===== config.mk =====
export PLATFORM = sky130hd
export DESIGN_NAME = circle_octant_point_generator_unit
export DESIGN_NICKNAME = d
export VERILOG_FILES = /design/src/hw/rtl/cop_pkg.sv /design/src/hw/rtl/cop_front.sv /design/src/hw/rtl/cop_queue.sv /design/src/hw/rtl/cop_back.sv /design/src/hw/rtl/circle_octant_point_generator_unit.sv
export SDC_FILE = /design/constraint.sdc
export NUM_CORES = 1
export LEC_CHECK = 0
export BUFFER_PORTS_ARGS = -buffer_cell sky130_fd_sc_hd__buf_2
export CORE_ASPECT_RATIO = 1.75
export CORE_MARGIN = 10
export CORE_UTILIZATION = 55
export DETAILED_ROUTE_END_ITERATION = 12
export PLACE_DENSITY = 0.84
export SYNTH_ARGS = -nofsm -noshare
export SYNTH_HDL_FRONTEND = slang
export SYNTH_HIERARCHICAL = 1
export SYNTH_SLANG_ARGS = --single-unit

===== constraint.sdc =====
create_clock -name clk_i -period 4.2 [get_ports clk_i]
set_input_delay 0 -clock clk_i [delete_from_list [all_inputs] [get_ports clk_i]]
set_output_delay 0 -clock clk_i [all_outputs]
set_load 0.05 [all_outputs]

===== src/hw/rtl/cop_pkg.sv =====
package cop_pkg;

  // default geometry
  localparam int unsigned COORD_BITS_DEF  = 9;
  localparam int unsigned RADIUS_BITS_DEF = 8;
  localparam int unsigned COLOR_BITS      = 16;

  // run descriptor queue
  localparam int unsigned QUEUE_DEPTH_DEF = 2;

  // decision variable constants
  localparam int DEC_INIT     = 3;
  localparam int DEC_STEP_NEG = 6;
  localparam int DEC_STEP_POS = 10;

  // points per run
  localparam int unsigned NUM_POINTS = 8;
  localparam int unsigned PT_IDX_W   = $clog2(NUM_POINTS);

  typedef logic [PT_IDX_W-1:0] pt_idx_t;

  localparam pt_idx_t LAST_IDX = pt_idx_t'(NUM_POINTS - 1);

  typedef enum logic {
    OP_START = 1'b0,
    OP_NEXT  = 1'b1
  } op_e;

  // how one mirrored point is formed from (a, b)
  typedef struct packed {
    logic x_is_a;  // x offset uses a, y offset uses b
    logic x_neg;
    logic y_neg;
  } octant_t;

  function automatic octant_t octant_sel(pt_idx_t idx);
    octant_t sel;
    case (idx)
      pt_idx_t'(0): sel = '{x_is_a: 1'b0, x_neg: 1'b1, y_neg: 1'b1};
      pt_idx_t'(1): sel = '{x_is_a: 1'b0, x_neg: 1'b0, y_neg: 1'b1};
      pt_idx_t'(2): sel = '{x_is_a: 1'b1, x_neg: 1'b1, y_neg: 1'b0};
      pt_idx_t'(3): sel = '{x_is_a: 1'b1, x_neg: 1'b1, y_neg: 1'b1};
      pt_idx_t'(4): sel = '{x_is_a: 1'b0, x_neg: 1'b0, y_neg: 1'b0};
      pt_idx_t'(5): sel = '{x_is_a: 1'b1, x_neg: 1'b0, y_neg: 1'b1};
      pt_idx_t'(6): sel = '{x_is_a: 1'b1, x_neg: 1'b0, y_neg: 1'b0};
      default:      sel = '{x_is_a: 1'b0, x_neg: 1'b1, y_neg: 1'b0};
    endcase
    return sel;
  endfunction

endpackage


===== src/hw/rtl/cop_front.sv =====
module cop_front import cop_pkg::*; #(
  parameter int unsigned COORD_BITS  = COORD_BITS_DEF,
  parameter int unsigned RADIUS_BITS = RADIUS_BITS_DEF
) (
  input  logic                   clk_i,
  input  logic                   rst_ni,
  input  logic                   in_valid_i,
  output logic                   in_ready_o,
  input  logic                   operation_i,
  input  logic [COORD_BITS-1:0]  center_x_i,
  input  logic [COORD_BITS-1:0]  center_y_i,
  input  logic [RADIUS_BITS-1:0] radius_i,
  input  logic [COLOR_BITS-1:0]  pixel_color_i,
  output logic                   push_valid_o,
  input  logic                   push_ready_i,
  output logic [COORD_BITS-1:0]  run_cx_o,
  output logic [COORD_BITS-1:0]  run_cy_o,
  output logic [RADIUS_BITS:0]   run_a_o,
  output logic [RADIUS_BITS:0]   run_b_o,
  output logic [COLOR_BITS-1:0]  run_color_o,
  output logic                   run_done_o
);

  localparam int unsigned STEP_BITS = RADIUS_BITS + 1;
  localparam int unsigned DEC_BITS  = RADIUS_BITS + 4;

  logic [COORD_BITS-1:0] ctr_x_q, ctr_x_d, ctr_y_q, ctr_y_d;
  logic [STEP_BITS-1:0]  step_a_q, step_a_d, step_b_q, step_b_d;
  logic [DEC_BITS-1:0]   decision_q, decision_d;
  logic [COLOR_BITS-1:0] held_color_q, held_color_d;
  logic                  drawing_q, drawing_d;

  logic                  is_start, emit, fire, dec_b;
  logic [COORD_BITS-1:0] cur_cx, cur_cy;
  logic [STEP_BITS-1:0]  cur_a, cur_b, nb;
  logic [STEP_BITS:0]    na;
  logic [DEC_BITS-1:0]   cur_d, d_next;
  logic [COLOR_BITS-1:0] cur_color;
  logic                  done;

  assign is_start = (op_e'(operation_i) == OP_START);
  assign emit     = is_start || drawing_q;
  assign in_ready_o   = push_ready_i;
  assign push_valid_o = in_valid_i && emit;
  assign fire     = in_valid_i && in_ready_o && emit;

  // working values: freshly loaded on start, else the walker state
  always_comb begin
    if (is_start) begin
      cur_cx    = center_x_i;
      cur_cy    = center_y_i;
      cur_a     = '0;
      cur_b     = STEP_BITS'(radius_i);
      cur_d     = DEC_BITS'(DEC_INIT) - (DEC_BITS'(radius_i) << 1);
      cur_color = pixel_color_i;
    end else begin
      cur_cx    = ctr_x_q;
      cur_cy    = ctr_y_q;
      cur_a     = step_a_q;
      cur_b     = step_b_q;
      cur_d     = decision_q;
      cur_color = held_color_q;
    end
  end

  // walker advance
  always_comb begin
    na    = (STEP_BITS+1)'(cur_a) + (STEP_BITS+1)'(1);
    dec_b = !cur_d[DEC_BITS-1];
    if (dec_b) begin
      d_next = cur_d + ((DEC_BITS'(na) - DEC_BITS'(cur_b)) << 2) + DEC_BITS'(DEC_STEP_POS);
      nb     = cur_b - STEP_BITS'(1);
      done   = ((STEP_BITS+1)'(cur_b) <= na);
    end else begin
      d_next = cur_d + (DEC_BITS'(na) << 2) + DEC_BITS'(DEC_STEP_NEG);
      nb     = cur_b;
      done   = ((STEP_BITS+1)'(cur_b) < na);
    end
  end

  assign run_cx_o    = cur_cx;
  assign run_cy_o    = cur_cy;
  assign run_a_o     = cur_a;
  assign run_b_o     = cur_b;
  assign run_color_o = cur_color;
  assign run_done_o  = done;

  always_comb begin
    ctr_x_d      = ctr_x_q;
    ctr_y_d      = ctr_y_q;
    step_a_d     = step_a_q;
    step_b_d     = step_b_q;
    decision_d   = decision_q;
    held_color_d = held_color_q;
    drawing_d    = drawing_q;
    if (fire) begin
      ctr_x_d      = cur_cx;
      ctr_y_d      = cur_cy;
      step_a_d     = na[STEP_BITS-1:0];
      step_b_d     = nb;
      decision_d   = d_next;
      held_color_d = cur_color;
      drawing_d    = !done;
    end
  end

  always_ff @(posedge clk_i or negedge rst_ni) begin
    if (!rst_ni) begin
      ctr_x_q      <= '0;
      ctr_y_q      <= '0;
      step_a_q     <= '0;
      step_b_q     <= '0;
      decision_q   <= '0;
      held_color_q <= '0;
      drawing_q    <= 1'b0;
    end else begin
      ctr_x_q      <= ctr_x_d;
      ctr_y_q      <= ctr_y_d;
      step_a_q     <= step_a_d;
      step_b_q     <= step_b_d;
      decision_q   <= decision_d;
      held_color_q <= held_color_d;
      drawing_q    <= drawing_d;
    end
  end

endmodule


===== src/hw/rtl/cop_queue.sv =====
module cop_queue import cop_pkg::*; #(
  parameter int unsigned DATA_W = 1,
  parameter int unsigned DEPTH  = QUEUE_DEPTH_DEF
) (
  input  logic              clk_i,
  input  logic              rst_ni,
  input  logic              push_valid_i,
  output logic              push_ready_o,
  input  logic [DATA_W-1:0] push_data_i,
  output logic              pop_valid_o,
  input  logic              pop_ready_i,
  output logic [DATA_W-1:0] pop_data_o
);

  localparam int unsigned PTR_W = (DEPTH > 1) ? $clog2(DEPTH) : 1;
  localparam int unsigned CNT_W = $clog2(DEPTH + 1);

  logic [DATA_W-1:0] mem_q [DEPTH];
  logic [PTR_W-1:0]  wr_ptr_q, wr_ptr_d, rd_ptr_q, rd_ptr_d;
  logic [CNT_W-1:0]  count_q, count_d;
  logic              do_push, do_pop;

  assign push_ready_o = (count_q != CNT_W'(DEPTH));
  assign pop_valid_o  = (count_q != '0);
  assign do_push      = push_valid_i && push_ready_o;
  assign do_pop       = pop_valid_o && pop_ready_i;
  assign pop_data_o   = mem_q[rd_ptr_q];

  always_comb begin
    wr_ptr_d = wr_ptr_q;
    rd_ptr_d = rd_ptr_q;
    count_d  = count_q;
    if (do_push) begin
      wr_ptr_d = (wr_ptr_q == PTR_W'(DEPTH - 1)) ? '0 : wr_ptr_q + PTR_W'(1);
    end
    if (do_pop) begin
      rd_ptr_d = (rd_ptr_q == PTR_W'(DEPTH - 1)) ? '0 : rd_ptr_q + PTR_W'(1);
    end
    if (do_push && !do_pop) begin
      count_d = count_q + CNT_W'(1);
    end else if (do_pop && !do_push) begin
      count_d = count_q - CNT_W'(1);
    end
  end

  always_ff @(posedge clk_i or negedge rst_ni) begin
    if (!rst_ni) begin
      wr_ptr_q <= '0;
      rd_ptr_q <= '0;
      count_q  <= '0;
    end else begin
      wr_ptr_q <= wr_ptr_d;
      rd_ptr_q <= rd_ptr_d;
      count_q  <= count_d;
    end
  end

  always_ff @(posedge clk_i) begin
    if (do_push) begin
      mem_q[wr_ptr_q] <= push_data_i;
    end
  end

endmodule


===== src/hw/rtl/cop_back.sv =====
module cop_back import cop_pkg::*; #(
  parameter int unsigned COORD_BITS  = COORD_BITS_DEF,
  parameter int unsigned RADIUS_BITS = RADIUS_BITS_DEF
) (
  input  logic                         clk_i,
  input  logic                         rst_ni,
  input  logic                         pop_valid_i,
  output logic                         pop_ready_o,
  input  logic [COORD_BITS-1:0]        run_cx_i,
  input  logic [COORD_BITS-1:0]        run_cy_i,
  input  logic [RADIUS_BITS:0]         run_a_i,
  input  logic [RADIUS_BITS:0]         run_b_i,
  input  logic [COLOR_BITS-1:0]        run_color_i,
  input  logic                         run_done_i,
  output logic                         out_valid_o,
  input  logic                         out_ready_i,
  output logic signed [COORD_BITS+1:0] point_x_o,
  output logic signed [COORD_BITS+1:0] point_y_o,
  output logic [COLOR_BITS-1:0]        point_color_o,
  output logic                         run_last_o,
  output logic                         circle_done_o
);

  localparam int unsigned POINT_BITS = COORD_BITS + 2;
  localparam int unsigned STEP_BITS  = RADIUS_BITS + 1;

  logic                  out_valid_q, out_valid_d;
  logic [POINT_BITS-1:0] px_q, py_q, px_d, py_d;
  logic [COLOR_BITS-1:0] color_q;
  logic                  last_q, done_q;
  pt_idx_t               idx_q, idx_d;
  octant_t               sel;
  logic [STEP_BITS-1:0]  mag_x, mag_y;
  logic                  load;

  assign load        = pop_valid_i && (!out_valid_q || out_ready_i);
  assign pop_ready_o = load && (idx_q == LAST_IDX);

  always_comb begin
    sel   = octant_sel(idx_q);
    mag_x = sel.x_is_a ? run_a_i : run_b_i;
    mag_y = sel.x_is_a ? run_b_i : run_a_i;
    px_d  = sel.x_neg ? POINT_BITS'(run_cx_i) - POINT_BITS'(mag_x)
                      : POINT_BITS'(run_cx_i) + POINT_BITS'(mag_x);
    py_d  = sel.y_neg ? POINT_BITS'(run_cy_i) - POINT_BITS'(mag_y)
                      : POINT_BITS'(run_cy_i) + POINT_BITS'(mag_y);
  end

  always_comb begin
    out_valid_d = out_valid_q;
    idx_d       = idx_q;
    if (load) begin
      out_valid_d = 1'b1;
      idx_d       = idx_q + pt_idx_t'(1);
    end else if (out_ready_i) begin
      out_valid_d = 1'b0;
    end
  end

  always_ff @(posedge clk_i or negedge rst_ni) begin
    if (!rst_ni) begin
      out_valid_q <= 1'b0;
      idx_q       <= '0;
    end else begin
      out_valid_q <= out_valid_d;
      idx_q       <= idx_d;
    end
  end

  always_ff @(posedge clk_i) begin
    if (load) begin
      px_q    <= px_d;
      py_q    <= py_d;
      color_q <= run_color_i;
      last_q  <= (idx_q == LAST_IDX);
      done_q  <= run_done_i;
    end
  end

  assign out_valid_o   = out_valid_q;
  assign point_x_o     = px_q;
  assign point_y_o     = py_q;
  assign point_color_o = color_q;
  assign run_last_o    = last_q;
  assign circle_done_o = done_q;

endmodule


===== src/hw/rtl/circle_octant_point_generator_unit.sv =====
// Midpoint circle point generator. A start transaction (operation 0) loads center, radius
// and color; each start, and each next transaction (operation 1) while a circle is active,
// yields eight mirrored points of the current octant step, the eighth flagged run_last,
// all eight flagged circle_done on the run that finishes the circle. A next transaction
// with no active circle yields nothing. Points are offsets from the center, order:
// (-b,-a) (+b,-a) (-a,+b) (-a,-b) (+b,+a) (+a,-b) (+a,+b) (-b,+a), wrapped to the signed
// output width. Throughput: one point per cycle on the output while a run is queued and
// out_ready_i is high, set by the single output register of the point emitter; a next
// transaction with nothing to emit pushes no run. The input side accepts a transaction
// in any cycle in which the two-entry run queue between walker and emitter has room.
module circle_octant_point_generator_unit import cop_pkg::*; #(
  parameter int unsigned COORD_BITS  = COORD_BITS_DEF,
  parameter int unsigned RADIUS_BITS = RADIUS_BITS_DEF
) (
  input  logic                         clk_i,
  input  logic                         rst_ni,
  // input transactions
  input  logic                         in_valid_i,
  output logic                         in_ready_o,
  input  logic                         operation_i,
  input  logic [COORD_BITS-1:0]        center_x_i,
  input  logic [COORD_BITS-1:0]        center_y_i,
  input  logic [RADIUS_BITS-1:0]       radius_i,
  input  logic [COLOR_BITS-1:0]        pixel_color_i,
  // point transactions
  output logic                         out_valid_o,
  input  logic                         out_ready_i,
  output logic signed [COORD_BITS+1:0] point_x_o,
  output logic signed [COORD_BITS+1:0] point_y_o,
  output logic [COLOR_BITS-1:0]        point_color_o,
  output logic                         run_last_o,
  output logic                         circle_done_o
);

  localparam int unsigned STEP_BITS = RADIUS_BITS + 1;
  // run descriptor: center, a, b, color, done
  localparam int unsigned DESC_W    = 2 * COORD_BITS + 2 * STEP_BITS + COLOR_BITS + 1;

  // walker side of the queue
  logic                  push_valid, push_ready;
  logic [COORD_BITS-1:0] f_cx, f_cy;
  logic [STEP_BITS-1:0]  f_a, f_b;
  logic [COLOR_BITS-1:0] f_color;
  logic                  f_done;
  logic [DESC_W-1:0]     push_data;

  // emitter side of the queue
  logic                  pop_valid, pop_ready;
  logic [DESC_W-1:0]     pop_data;
  logic [COORD_BITS-1:0] b_cx, b_cy;
  logic [STEP_BITS-1:0]  b_a, b_b;
  logic [COLOR_BITS-1:0] b_color;
  logic                  b_done;

  // front: takes transactions, keeps the walker state, forms one run per point step
  cop_front #(
    .COORD_BITS  (COORD_BITS),
    .RADIUS_BITS (RADIUS_BITS)
  ) u_front (
    .clk_i         (clk_i),
    .rst_ni        (rst_ni),
    .in_valid_i    (in_valid_i),
    .in_ready_o    (in_ready_o),
    .operation_i   (operation_i),
    .center_x_i    (center_x_i),
    .center_y_i    (center_y_i),
    .radius_i      (radius_i),
    .pixel_color_i (pixel_color_i),
    .push_valid_o  (push_valid),
    .push_ready_i  (push_ready),
    .run_cx_o      (f_cx),
    .run_cy_o      (f_cy),
    .run_a_o       (f_a),
    .run_b_o       (f_b),
    .run_color_o   (f_color),
    .run_done_o    (f_done)
  );

  assign push_data = {f_cx, f_cy, f_a, f_b, f_color, f_done};

  // short queue of pending runs so the walker runs ahead of the emitter
  cop_queue #(
    .DATA_W (DESC_W),
    .DEPTH  (QUEUE_DEPTH_DEF)
  ) u_queue (
    .clk_i        (clk_i),
    .rst_ni       (rst_ni),
    .push_valid_i (push_valid),
    .push_ready_o (push_ready),
    .push_data_i  (push_data),
    .pop_valid_o  (pop_valid),
    .pop_ready_i  (pop_ready),
    .pop_data_o   (pop_data)
  );

  assign {b_cx, b_cy, b_a, b_b, b_color, b_done} = pop_data;

  // back: emits the eight mirrored points of the head run, one per cycle while out_ready_i is high
  cop_back #(
    .COORD_BITS  (COORD_BITS),
    .RADIUS_BITS (RADIUS_BITS)
  ) u_back (
    .clk_i         (clk_i),
    .rst_ni        (rst_ni),
    .pop_valid_i   (pop_valid),
    .pop_ready_o   (pop_ready),
    .run_cx_i      (b_cx),
    .run_cy_i      (b_cy),
    .run_a_i       (b_a),
    .run_b_i       (b_b),
    .run_color_i   (b_color),
    .run_done_i    (b_done),
    .out_valid_o   (out_valid_o),
    .out_ready_i   (out_ready_i),
    .point_x_o     (point_x_o),
    .point_y_o     (point_y_o),
    .point_color_o (point_color_o),
    .run_last_o    (run_last_o),
    .circle_done_o (circle_done_o)
  );

endmodule

# Word level (Yosys, flattened, before mapping)
# Memory sizes are Yosys's and may differ from the RTL's.
# Cells that the tools add are included.
# W data, S select, Z words.
totals:
  reg_bits: 113
  mem_bits_rw: 106
  input_bits: 47
  wordCells: 87
  memories: 1
classes:
  addsub: 17
  magnitude_cmp: 2
  eq_ne: 8
  mux: 22
  bitwise_logic: 1
  reduce_logical: 19
memory_table:
  columns: ["name", "words", "word_bits", "rd", "rd_clocked_by_memory_dff", "write_ports", "line", "source"]
  rows:
  - ["u_queue.mem_q", 2, 53, 1, 0, 1, "cop_queue.sv:18", "logic [DATA_W-1:0] mem_q [DEPTH];"]
op_table:
  columns: ["operator", "n"]
  rows:
  - ["$mux W9", 7]
  - ["$add A12 B12 Y12", 2]
  - ["$mux W12", 2]
  - ["$mux W11", 2]
  - ["$pmux W3 S7", 1]
  - ["$add A9 B9 Y10", 2]
  - ["$sub A9 B9 Y10", 2]
  - ["$mux W16", 1]
  - ["$add A12 B3 Y12 const B", 1]
  - ["$add A12 B4 Y12 const B", 1]
  - ["$eq A3 B3 Y1 const B", 4]
  - ["$add A9 B1 Y10 const B", 1]
  - ["$le A9 B10 Y1", 1]
  - ["$lt A9 B10 Y1", 1]
  - ["$sub A10 B9 Y10", 1]
  - ["$sub A2 B9 Y10 const A", 1]
  - ["$logic_and A1 B1 Y1", 9]
  - ["$sub A9 B1 Y9 const B", 1]
  - ["$mux W1", 7]
  - ["$eq A3 B2 Y1 const B", 2]
  - ["$reduce_bool A2 Y1", 3]
  - ["$logic_not A1 Y1", 4]
  - ["$mux W2", 2]
  - ["$add A3 B1 Y3 const B", 1]
  - ["8 further kinds", 10]

# Longest topological paths before layout
logic_depth:
  ltp_word: 8
  ltp_mapped: 23
  depth_no_buf: 20

# Hierarchy
# The synthesis kept the hierarchy.
by_module_without_submodules:
  columns: ["module", "instances", "cells_each", "area_each_um2", "seq_area_each_um2"]
  rows:
  - ["cop_front", 1, 530, 5021.1, 1601.5]
  - ["cop_queue", 1, 183, 4269.1, 3283.1]
  - ["cop_back", 1, 301, 3284.4, 1301.2]

# Worst setup path before layout
# OpenSTA, ideal clock, no wires.
synth_path:
  path_kind: "input -> register"
  from: "input operation_i"
  to: "register u_front.decision_q[10]"
  setup_ps: 126
  t_arrival_ps: 4090
  t_required_ps: 4074
  path_slack_ps: -16
  cell_stages: 21
  path_cell_list: "buf_6 clkbuf_1 clkbuf_1 clkbuf_1 and2_1 ha_1 nand3_1 xnor2_1 and2_1 ha_1 a21oi_1 nand2_1 xor2_1 ha_1 ha_1 nand2_1 o21ai_0 o41ai_1 xor2_1 nand3_1 o311a_1"
synth_between:
  elab_chain_len: 6
synth_rtl:
  columns: ["item", "line", "source"]
  rows:
  - ["start: declaration", "circle_octant_point_generator_unit.sv:20", "input logic operation_i,"]
  - ["$mux W9 (*)", "cop_front.sv:49", "if (is_start) begin"]
  - ["net f_a[1]", "circle_octant_point_generator_unit.sv:42", "logic [STEP_BITS-1:0] f_a, f_b;"]
  - ["$add A9 B1 Y10 (*)", "cop_front.sv:68", "na = (STEP_BITS+1)'(cur_a) + (STEP_BITS+1)'(1);"]
  - ["$sub A10 B9 Y10", "cop_front.sv:71", "d_next = cur_d + ((DEC_BITS'(na) - DEC_BITS'(cur_b)) << 2) + DEC_BITS'(DEC_STEP_POS);"]
  - ["$add A12 B12 Y12", "cop_front.sv:71", null]
  - ["$add A12 B4 Y12", "cop_front.sv:71", null]
  - ["$mux W12 (*)", "cop_front.sv:70", "if (dec_b) begin"]
  - ["end signal: assignment", "cop_front.sv:121", "decision_q <= decision_d;"]
  - ["end: declaration", "cop_front.sv:29", "logic [DEC_BITS-1:0] decision_q, decision_d;"]
# Mark *: on every way through the listed nets, which the timed path passes. The rest lies on a longest branch.
# A chain may end at the register's enable or synchronous reset.

# Worst setup path in the final report
layout_path:
  from: "register u_front.step_a_q[1]"
  to: "register u_front.decision_q[10]"
layout_between:
  elab_chain_len: 6
layout_rtl:
  columns: ["item", "line", "source"]
  rows:
  - ["start: declaration", "cop_front.sv:28", "logic [STEP_BITS-1:0] step_a_q, step_a_d, step_b_q, step_b_d;"]
  - ["start signal: assignment", "cop_front.sv:119", "step_a_q <= step_a_d;"]
  - ["$mux W9 (*)", "cop_front.sv:49", null]
  - ["net f_a[1]", "circle_octant_point_generator_unit.sv:42", null]
  - ["$add A9 B1 Y10 (*)", "cop_front.sv:68", null]
  - ["net u_front.na[1]", "cop_front.sv:36", "logic [STEP_BITS:0] na;"]
  - ["$sub A10 B9 Y10", "cop_front.sv:71", null]
  - ["$add A12 B12 Y12", "cop_front.sv:71", null]
  - ["$add A12 B4 Y12", "cop_front.sv:71", null]
  - ["$mux W12 (*)", "cop_front.sv:70", null]
# Marks and branches as above.

==> results.toml <==
[status]
outcome = "finished, final reports clean"

[detailed_routing]
viasPerCell = 5.666
dr_total_vias = 8300
drt_iter0_drc = 579
avgRoutedWirePerCell_um = 19.78
drt-pass1-iter-count = 7
drt-total-wl_um = 28970
route.detailed.drc = 0
ant_nets = 0

[timing]
slew-limit-headroom_pct = 34.73
rsz0062_at_grt = "no"
finalCriticalPeriod_ns = 4.046
max_freq_ghz = 0.2472
hold_viol = 0
fin_worst_skew_ns = 0.01964
setup_viol = 0
maxSlewViolCount = 0
finalCritPeriodShare_pct = 96.33
tightest_slew_ns = 0.9791
finalSetupTns_ns = 0

[layout]
fin_util_pct = 63.80
antenna_cells = 0
fin_nets = 1296
drive_gt1_share_pct = 27.04
fin_area_mm2 = 0.01445
fillCellCount = 1710
regArea_mm2 = 0.006190
area_growth_pct = 14.93
multi_input_area_mm2 = 0.005907

[setup_path]
crit_type = "reg2reg"
crit_arrival_ns = 4.44
end_kind = "register"
setup.worst_path.end = "u_front/decision_q[10]$_DFFE_PN0P_"
r2r-start = "u_front/step_a_q[1]$_DFFE_PN0P_"
cp.required_ns = 4.59
worst-r2r-setup-slack_ns = 0.15
startpoint = "u_front/step_a_q[1]$_DFFE_PN0P_"
regToRegEndpoint = "u_front/decision_q[10]$_DFFE_PN0P_"
worst-r2r-cell-count = 15
cp_max_fo = 3
critPathLaunchType = "register"

[synthesis]
synth_cell_types = 75
avgSynthCellArea_um2 = 12.40
syn-cell-area_mm2 = 0.01257
syn-num-nets = 1158
yosys_register_bits = 218
synthArstFlopShare_pct = 33.03
yosysSeqAreaShare_pct = 49.19
yosysWarningCount = 6
synth_edf_count = 146
ys.flop_type = "edfxtp_1"
synthCells = 1014

[placed_design]
place_congestion = 0.8978
post-dp-hpwl_um = 19770
dpl_cell_area_mm2 = 0.01332
port_buffers = 88

[die]
die_area_mm2 = 0.02955
die_h_um = 220.0
die_w_um = 134.3
start_util_pct = 55.51
core_mm2 = 0.02265
ios = 89
num_rows = 73

[clock_tree]
clk_latency_ns = 0.51
cts_buffer_depth = 3
cts-htree-levels = 1
cts.sinks = 218
numCtsBuffers = 20
ctsRootBufferMaster = "clkbuf_16"
cts_tree = "built"
clk_pin_slew_ns = 0.07

[grt]
grt_pass1_vias = 8906
globalRoute.totalOverflow = 0
grt_pass1_wl_um = 45960
grtUsageTotal_pct = 19.35
antenna_found_initial = 0
grt_max_degree = 53

[power_and_ir_drop]
power_density_mw_per_mm2 = 884.2
vdd_drop_max_mv = 0.3589
leakage_uw = 0.006191

[min_path]
min_path_type = "in2reg"

[job]
cap_violations = 0
==> layout by cell type, fill, tap and decap left out, drive strengths merged, types with 12 or more instances in the layout <==
| cell | count |
|---|---|
| ha | 90 |
| nand3 | 13 |
| nand2 | 86 |
| and2 | 14 |
| xor2 | 23 |
| a21oi | 36 |
| clkbuf | 25 |
| mux2 | 141 |
| buf | 112 |
| inv | 72 |
| xnor2 | 39 |
| nor2 | 42 |
| mux2i | 15 |
| dfrtp | 72 |
| edfxtp | 146 |
| o21ai | 51 |
| nor2b | 12 |
| dlygate4sd3 | 39 |
==> layout make-up <==
type                       instances  area share, %
timing repair buffer             151          7.117
multi-input combinational        690          40.87
clock inverter                    10         0.9957
sequential                       218          42.83
tap                              300          2.597
inverter                          71          1.844
clock buffer                      25          3.740
==> layer usage <==
layer | global-route usage [%] | up-vias | wire [um]
met1 | 19.87 | 4024 | 10470
li1 | - | 3924 | -
met3 | 2.668 | 98 | 1176
met4 | 12.05 | 0 | 1699
met2 | 35.99 | 254 | 15620
met5 | 0 | - | 0
==> report_power, final <==
group | internal, uW | switching (uW) | leakage [uW]
combinational | 2890 | 4210 | 0.00361
sequential | 3410 | 353 | 0.00225
clock | 1110 | 805 | 0.000329
==> timing repair <==
action / CTS / global route
setup buffers: 0 / 1
endpoints found under the setup margin: 0 / 3
hold endpoints to repair: 141 / 0
resized for setup: 0 / 9
hold buffers: 40 / 0
==> sequential cells by signal, summed over array words and instances, names as in the netlist, 2 cells and up <==
register and cells:
u_back/idx_q 3, u_back/point_color_o 16, u_back/point_x_o 11, u_back/point_y_o 11
u_front/ctr_x_q 9, u_front/ctr_y_q 9, u_front/decision_q 11, u_front/held_color_q 16
u_front/step_a_q 9, u_front/step_b_q 9, u_queue/count_q 2, u_queue/mem_q 106
==> critical path, stage by stage, from the launching register on <==
cell     delay [ns]
dfrtp_1        0.39
and2_1         0.19
ha_2           0.36
ha_1           0.24
nor2b_1        0.16
o21ai_0        0.37
a21oi_1        0.18
xor2_1         0.17
ha_1           0.31
ha_1           0.34
a21oi_1        0.23
o21ai_0        0.23
o41ai_2        0.30
xor2_1         0.21
nand3_1        0.10
o311a_1        0.16
==> synthesized netlist by cell type (13+ instances only) <==
cell type,count,area (um2)
xnor2_1,38,332.8
ha_1,90,1126
nand2_1,86,322.8
edfxtp_1,146,4384
dfrtp_1,72,1802
xor2_1,23,201.4
mux2_2,92,1036
mux2_4,49,735.7
inv_1,70,262.8
a21oi_1,35,175.2
and2_1,13,81.33
nor2_1,41,153.9
nand3_1,13,65.06
o21ai_0,49,245.2
==> worst min-delay path by stage <==
stage,startpoint,end,slack [ns],depth (start not counted)
6_report,radius_i[5],u_queue/mem_q[0][22]$_DFFE_PP_,0.01,3
5_1_grt,rst_ni,u_queue/wr_ptr_q$_DFFE_PN0P_,0.04,3
4_1_cts,radius_i[5],u_queue/mem_q[0][22]$_DFFE_PP_,0.003,3
3_5_place_dp,rst_ni,u_queue/wr_ptr_q$_DFFE_PN0P_,-0.06,1
3_3_place_gp,rst_ni,u_queue/wr_ptr_q$_DFFE_PN0P_,-0.06,1
2_1_floorplan,rst_ni,u_back/idx_q[0]$_DFFE_PN0P_,-0.30,0
==> cell families (layout without fill, tap and decap cells) <==
kind of cell / count (synthesis) / after routing / synth area share [%]
muxes: 156 / 156 / 15.43
AOI/OAI and AO/OA: 159 / 159 / 8.368
xor gates and xnor gates: 62 / 62 / 4.378
adders and majority gates: 98 / 98 / 10.15
DFF: 218 / 218 / 49.19
and+or+nand+nor: 215 / 215 / 8.309
buffers and inverters: 106 / 257 / 4.169
==> stage by stage <==
step / worst slack (ns) / hold slack [ns] / power (uW) / cells
2_1_floorplan: 0.09445 / -0.2956 / 9250 / 1014
3_5_place_dp: 0.006513 / -0.06233 / 10700 / 1389
4_1_cts: 0.005266 / 0.002695 / 12680 / 1464
3_3_place_gp: 0.2035 / -0.05813 / 10430 / 1389
5_1_grt: 0.01622 / 0.04330 / 13620 / 1465
6_report: 0.1543 / 0.01495 / 12780 / 1465
Power figures use the tool's default switching activity.
